<file path="src/cordic_sign_magnitude_defines.svh">
// Assertion macros shared by the CORDIC sign-magnitude block.
`ifndef CORDIC_SIGN_MAGNITUDE_DEFINES_SVH
`define CORDIC_SIGN_MAGNITUDE_DEFINES_SVH

// Same-cycle implication, checked on every rising clock edge outside reset.
`define CMS_ASSERT_NOW(label, ante, cons, msg) \
   label: assert property (@(posedge clock) disable iff (reset) (ante) |-> (cons)) \
      else $error(msg);

// Next-cycle implication, checked on every rising clock edge outside reset.
`define CMS_ASSERT_NEXT(label, ante, cons, msg) \
   label: assert property (@(posedge clock) disable iff (reset) (ante) |=> (cons)) \
      else $error(msg);

`endif

</file>
<file path="src/cms_pkg.sv">
// Types, constants and the sign-magnitude adder for the CORDIC block.
`default_nettype none
package cms_pkg;

   localparam int MAG_BITS = 24;
   localparam int COUNT_BITS = 5;
   localparam int ATAN_ENTRIES = 24;
   localparam int MAX_ITERATIONS_DEFAULT = 16;
   localparam logic [COUNT_BITS-1:0] COUNT_RESET = COUNT_BITS'(16);

   localparam logic [MAG_BITS-1:0] ANGLE_ROM [ATAN_ENTRIES] = '{
      24'h00C910, 24'h0076B2, 24'h003EB7, 24'h001FD6,
      24'h000FFB, 24'h0007FF, 24'h000400, 24'h000200,
      24'h000100, 24'h000080, 24'h000040, 24'h000020,
      24'h000010, 24'h000008, 24'h000004, 24'h000002,
      24'h000001, 24'h000000, 24'h000000, 24'h000000,
      24'h000000, 24'h000000, 24'h000000, 24'h000000
   };

   localparam logic ACTION_VECTORING = 1'b0;
   localparam logic ACTION_ROTATION = 1'b1;

   typedef struct packed {
      logic                action;
      logic                x_sign;
      logic [MAG_BITS-1:0] x_mag;
      logic                y_sign;
      logic [MAG_BITS-1:0] y_mag;
      logic                z_sign;
      logic [MAG_BITS-1:0] z_mag;
   } cms_req_type;

   typedef struct packed {
      logic                x_out_sign;
      logic [MAG_BITS-1:0] x_out_mag;
      logic                y_out_sign;
      logic [MAG_BITS-1:0] y_out_mag;
      logic                z_out_sign;
      logic [MAG_BITS-1:0] z_out_mag;
      logic                overflow;
   } cms_rsp_type;

   typedef struct packed {
      logic                action;
      logic                x_sign;
      logic [MAG_BITS-1:0] x_mag;
      logic                y_sign;
      logic [MAG_BITS-1:0] y_mag;
      logic                z_sign;
      logic [MAG_BITS-1:0] z_mag;
      logic                overflow;
   } cms_vec_type;

   typedef struct packed {
      logic                  advance;
      logic [COUNT_BITS-1:0] count;
   } cms_ctl_type;

   typedef struct packed {
      logic                sign;
      logic [MAG_BITS-1:0] mag;
      logic                ovf;
   } cms_sum_type;

   // On equal magnitudes with opposite signs the first operand's sign wins.
   function automatic cms_sum_type cms_sm_add(logic s1, logic [MAG_BITS-1:0] m1,
                                              logic s2, logic [MAG_BITS-1:0] m2);
      cms_sum_type r;
      logic [MAG_BITS:0] sum;
      sum = {1'b0, m1} + {1'b0, m2};
      r.ovf = 1'b0;
      if (s1 != s2) begin
         if (m1 >= m2) begin
            r.mag = m1 - m2;
            r.sign = s1;
         end else begin
            r.mag = m2 - m1;
            r.sign = s2;
         end
      end else begin
         r.mag = sum[MAG_BITS-1:0];
         r.sign = s1;
         r.ovf = sum[MAG_BITS];
      end
      return r;
   endfunction

endpackage
`default_nettype wire

</file>
<file path="src/cms_stage.sv">
// One pipelined micro-rotation stage of the CORDIC block.
`default_nettype none
module cms_stage #(
   parameter int STAGE_INDEX = 0
) (
   input  wire logic                 clock,
   input  wire logic                 reset,
   input  wire cms_pkg::cms_ctl_type ctl,
   input  wire logic                 valid_in,
   input  wire cms_pkg::cms_vec_type data_in,
   output logic                      valid_out,
   output cms_pkg::cms_vec_type      data_out
);
   import cms_pkg::*;

   localparam logic [MAG_BITS-1:0] ANGLE = ANGLE_ROM[STAGE_INDEX];
   localparam logic [COUNT_BITS-1:0] INDEX = COUNT_BITS'(STAGE_INDEX);

   logic        valid_ff;
   cms_vec_type data_ff;
   cms_vec_type data_in_next;
   cms_sum_type x_sum;
   cms_sum_type y_sum;
   cms_sum_type z_sum;
   logic [MAG_BITS-1:0] x_shift;
   logic [MAG_BITS-1:0] y_shift;
   logic first;
   logic active;

   always_comb begin
      x_shift = data_in.x_mag >> STAGE_INDEX;
      y_shift = data_in.y_mag >> STAGE_INDEX;
      active = ctl.count > INDEX;
      if (data_in.action == ACTION_ROTATION) begin
         first = !data_in.z_sign;
      end else begin
         first = data_in.y_sign;
      end
      if (first) begin
         x_sum = cms_sm_add(data_in.x_sign, data_in.x_mag, !data_in.y_sign, y_shift);
         y_sum = cms_sm_add(data_in.y_sign, data_in.y_mag, data_in.x_sign, x_shift);
         z_sum = cms_sm_add(data_in.z_sign, data_in.z_mag, 1'b1, ANGLE);
      end else begin
         x_sum = cms_sm_add(data_in.x_sign, data_in.x_mag, data_in.y_sign, y_shift);
         y_sum = cms_sm_add(data_in.y_sign, data_in.y_mag, !data_in.x_sign, x_shift);
         z_sum = cms_sm_add(data_in.z_sign, data_in.z_mag, 1'b0, ANGLE);
      end
      data_in_next = data_in;
      if (active) begin
         data_in_next.x_sign = x_sum.sign;
         data_in_next.x_mag = x_sum.mag;
         data_in_next.y_sign = y_sum.sign;
         data_in_next.y_mag = y_sum.mag;
         data_in_next.z_sign = z_sum.sign;
         data_in_next.z_mag = z_sum.mag;
         data_in_next.overflow = data_in.overflow | x_sum.ovf | y_sum.ovf | z_sum.ovf;
      end
   end

   always_ff @(posedge clock) begin
      if (reset) begin
         valid_ff <= 1'b0;
      end else if (ctl.advance) begin
         valid_ff <= valid_in;
      end
   end

   always_ff @(posedge clock) begin
      if (ctl.advance) begin
         data_ff <= data_in_next;
      end
   end

   assign valid_out = valid_ff;
   assign data_out = data_ff;

endmodule
`default_nettype wire

</file>
<file path="config.mk">
export PLATFORM = sky130hd
export DESIGN_NAME = cms_stage
export DESIGN_NICKNAME = d
export VERILOG_FILES = /design/src/cordic_sign_magnitude_defines.svh /design/src/cms_pkg.sv /design/src/cms_stage.sv
export SDC_FILE = /design/constraint.sdc
export NUM_CORES = 1
export LEC_CHECK = 0
export ABC_AREA = 1
export BUFFER_PORTS_ARGS = -buffer_cell sky130_fd_sc_hd__buf_4
export CORE_MARGIN = 1
export CORE_UTILIZATION = 60
export DETAILED_ROUTE_END_ITERATION = 10
export MAX_ROUTING_LAYER = met4
export PLACE_DENSITY = 0.83
export SYNTH_ARGS = -nofsm -noshare
export SYNTH_HDL_FRONTEND = slang
export SYNTH_SLANG_ARGS = --single-unit
</file>
<file path="constraint.sdc">
create_clock -name clock -period 2.9 [get_ports clock]
set_input_delay 0.29 -clock clock [delete_from_list [all_inputs] [get_ports clock]]
set_output_delay 0.29 -clock clock [all_outputs]
set_load 0.01 [all_outputs]
</file>
# == Word level (Yosys, flattened, before mapping) ==
# Cells that the tools add are included.
# Widths: inputs -> output; s select.
# word_totals
regBits,78
inputBits,86
output_inout_bits,78
wordCells,52
# op_classes
n_addsub,6
magnitude_cmp,4
n_eq_ne,4
muxes,23
bitwise,3
reduce_logical,3
# ops
operator,n
$mux 25,12
$mux 26,3
$mux 76,1
$ge 24x24->1,2
$sub 24x24->24,2
$add 24x16->25 const B,1
$add 24x24->25,1
$ge 24x16->1 const B,1
$sub 16x24->24 const A,1
$sub 24x16->24 const B,1
$mux 1,7
$gt 5x1->1 const B,1
$ne 1x1->1,4
$logic_not 1->1,3
$or 1x1->1,3

# == Logic depth before layout (Yosys ltp) ==
# logic_depth
word_depth,8
depth_mapped,18
mapped_depth_nobuf,17

# == Worst setup path after synthesis ==
# No wires, ideal clock.
# synth_timing
kind,input port to flip-flop
from,input port data_in[26] in the netlist's numbering
to,"register data_ff, in the netlist data_out[35], data pin"
setup_time_ns,0.265
t_arrival_ns,1.928
required_time_ns,2.635
slack_ns,0.707
path_stages,16
path_buffers,1
cell_sequence,inv_1 ha_1 fa_1 inv_1 nand3_1 nand2_2 nand2_1 nand2_2 nand2_2 nand3_2 nor2_4 buf_6 nand2_1 nand2_1 nor2_1 o22ai_2
# synth_rtl
item,line_no,text
"start, declared",cms_stage.sv:10,"input wire cms_pkg::cms_vec_type data_in,"
"end signal, assigned",cms_stage.sv:70,data_ff <= data_in_next;
"end, declared",cms_stage.sv:20,cms_vec_type data_ff;

==> out/summary.txt <==
critical path's slowest cell = ha_1
Final period util = 85.0%
Synth async-reset ratio = 0%
#FFs+latches synth = 78
CTS clk-pin slew, worst paths = 0.07 ns
Ant. Diodes = 0
Via Count = 13300
Worst-Skew Late Latency = 0.36 ns
complex-gate fraction of the synthesized area = 9.62%
Max VDD drop = 0.298 mV
Overall Global Routing Usage = 43.6%
Critical Path Fanout Max = 10
worst path cell trace = buf_4, inv_1, ha_1, inv_2, a21oi_1, nand2_1, nand2_1, nand3_1, nand2_1, nand3_1, nand3_1, nand2_1, nand2_1, nand2_1
Die Width = 141 µm
launch point of the worst hold path = reset
multi-input logic area = 7590 µm²
antenna violations before repair = 0
Final Hold Viols = 0
Most Frequent Cell on Critical Path = nand2_1
slowest stage delay, CP = 0.49 ns
vias in the first global route = 12300
Mapped Area = 11600 µm²
hold path endpoint = valid_out
post-cts resize count = 0
H-tree levels = 3
DP HPWL = 33700 µm
Worst Slack Setup Final = 0.435 ns
Mapped Nets = 2069
fin crit period = 2.47 ns
Post-synth EDFFs = 77
most frequent cells in the layout = nand2_1 (682), inv_1 (293), nand3_1 (205)
DIE AREA = 19900 µm²
cell area after layout = 13400 µm²
CTS tree = yes
DRT Wirelength = 42000 µm
Root Buffer = clkbuf_16
Slew Limit Headroom = 55.8%
reg-to-reg slack, setup = 2.31 ns
DRT iter0 DRCs = 1502
Critical Path RT = 3.02 ns
Power Dens Cells = 414 nW/µm²
setup TNS = 0 ns
row count = 50
Routability Congestion = 1.12
drt drc = 0
r2r worst-path depth = 2
share of cells above drive strength 1 = 16.0%
fin. max-slew vios = 0
Post-synth top flop = edfxtp_1
Pre-Repair DR Iteration Count = 8
post-synthesis simple-gate area fraction = 42.4%
pin count of the biggest net entering global routing = 79
core area = 18800 µm²
crit path kind = primary input to flip-flop
synth unique cells = 55
Mapped Cells = 1902
cts hold-fix bufs = 0
Bufs on Longest Clock Path = 2
Critical Path Start Type = primary input
status = finished, final reports clean
Synth Area in Adders = 8.93%
Setup Buffers After CTS = 0
Hold Path Class = primary input to flip-flop
Max-Cap Viols = 0
Ports = 164
Seq/Total Area, Yosys = 20.1%
mean number of vias per cell = 5.72
post-synthesis mux area share = 0.0862%
fin nets = 2222
register area = 2330 µm²
die height = 141 µm
Reg-to-Reg End = valid_out
worst slew pin tran = 0.658 ns
Num Clock Sinks = 78
I/O Buffers = 163
total CTS buffers = 9
Initial Utilization = 61.6%
Hold Path Cell Cnt = 2
wire length per cell = 18.1 µm
largest family of logic cells by synthesized area = simple AND/OR/NAND/NOR gates
average cell area after synthesis = 6.10 µm²
Layout area overhead = 15.3%
RSZ-0062 raised after global routing = false
Filler Cells Inserted = 1687
largest cells by area after synthesis = nand2_1 (22%), edfxtp_1 (20%), inv_1 (9.5%), nand3_1 (8.8%), ha_1 (8.4%)
clock skew = 0 ns
Worst R2R Start = valid_out
placed cell area = 13100 µm²
global-route wire length before repair = 64400 µm
total grt overflow = 0
CP Capture Type = flip-flop
Post-Place Worst Slack = 0.147 ns
fraction of synthesized cell area in xor and xnor cells = 4.37%
Yosys top cell area share = 22.1%
Worst EP arrival = 2.58 ns
Final setup violation count = 0
Max Fclk = 406 MHz
area leader, netlist = nand2_1
Leak = 7.26 nW
leading cell type in the layout, fill and taps excluded = nand2_1
yosys warns = 0
ANT nets after route = 0
## metal layers
metal	routed length, µm	GRT usage [%]
met4	2160	21.7
met3	4910	8.08
met2	18000	65.9
met1	16900	55.6
met5	0	-
## critical path, delay by kind of cell
family	cells	cell delay [ns]
AOI/OAI and AO/OA	1	0.25
buffers and inverters	3	0.28
adders and majority gates	1	0.49
and+or+nand+nor	9	1.25
## metrics by stage
step	instances	utilization (%)	hold WS, ns	total power (W)
2_1_floorplan	1902	-	0.362	0.00327
6_report	2320	71.0	0.0855	0.00554
3_3_place_gp	2304	69.5	0.449	0.00423
5_1_grt	2320	71.0	0.0893	0.00579
4_1_cts	2320	71.0	0.0877	0.00545
3_5_place_dp	2304	69.5	0.459	0.00428
## cells by family after synthesis
| logic type | Yosys count |
|---|---|
| AND/OR/NAND/NOR | 1121 |
| buffers and inverters | 379 |
| AO/OA/AOI/OAI | 185 |
| adder cells (fa/ha/maj) | 81 |
| flip-flops | 78 |
| XOR/XNOR | 57 |
| multiplexers | 1 |
## power breakdown
group          total [W]  internal, W  leakage (nW)  switching (W)
Clock            0.00119     0.000600         0.136       0.000585
Sequential       0.00155      0.00148         0.762      0.0000619
Combinational    0.00280      0.00102          6.36        0.00178
## state kept, by name (all words and copies together), names as in the netlist
| signal | flops |
|---|---|
| valid_out | 1 |
| data_out | 77 |
## synthesized netlist by cell type, types with 7 or more instances
master / n
nor2_1: 117
nor2_2: 8
nor3_1: 12
o211ai_1: 8
inv_2: 15
a21oi_1: 68
xor2_1: 54
nand3_2: 11
inv_1: 294
buf_6: 23
nand2_1: 682
nand2_2: 19
nand4_1: 28
o21ai_0: 48
o21ai_1: 19
clkbuf_1: 10
buf_4: 16
nand3_1: 205
edfxtp_1: 77
buf_2: 20
nor2_4: 11
a31oi_1: 7
ha_1: 78
## final cells by class
cell class                      instances  area share [%]
Clock inverter                          7           0.496
Timing Repair Buffer                  211            12.5
Inverter                              310            8.72
Clock buffer                            9            1.68
Multi-Input combinational cell       1445            56.7
Tap cell                              260            2.43
Sequential cell                        78            17.4
## how the worst max path moves through the flow
| stage | from | to | cells after the start |
|---|---|---|---|
| after CTS | data_in[51] | data_out[53] | 17 |
| after global routing | data_in[29] | data_out[42] | 14 |
| after detailed placement | data_in[51] | data_out[53] | 17 |
| after global placement | data_in[26] | data_out[64] | 16 |
| after floorplan | data_in[26] | data_out[35] | 16 |
| final | data_in[29] | data_out[46] | 14 |
Power figures use the tool's default switching activity.
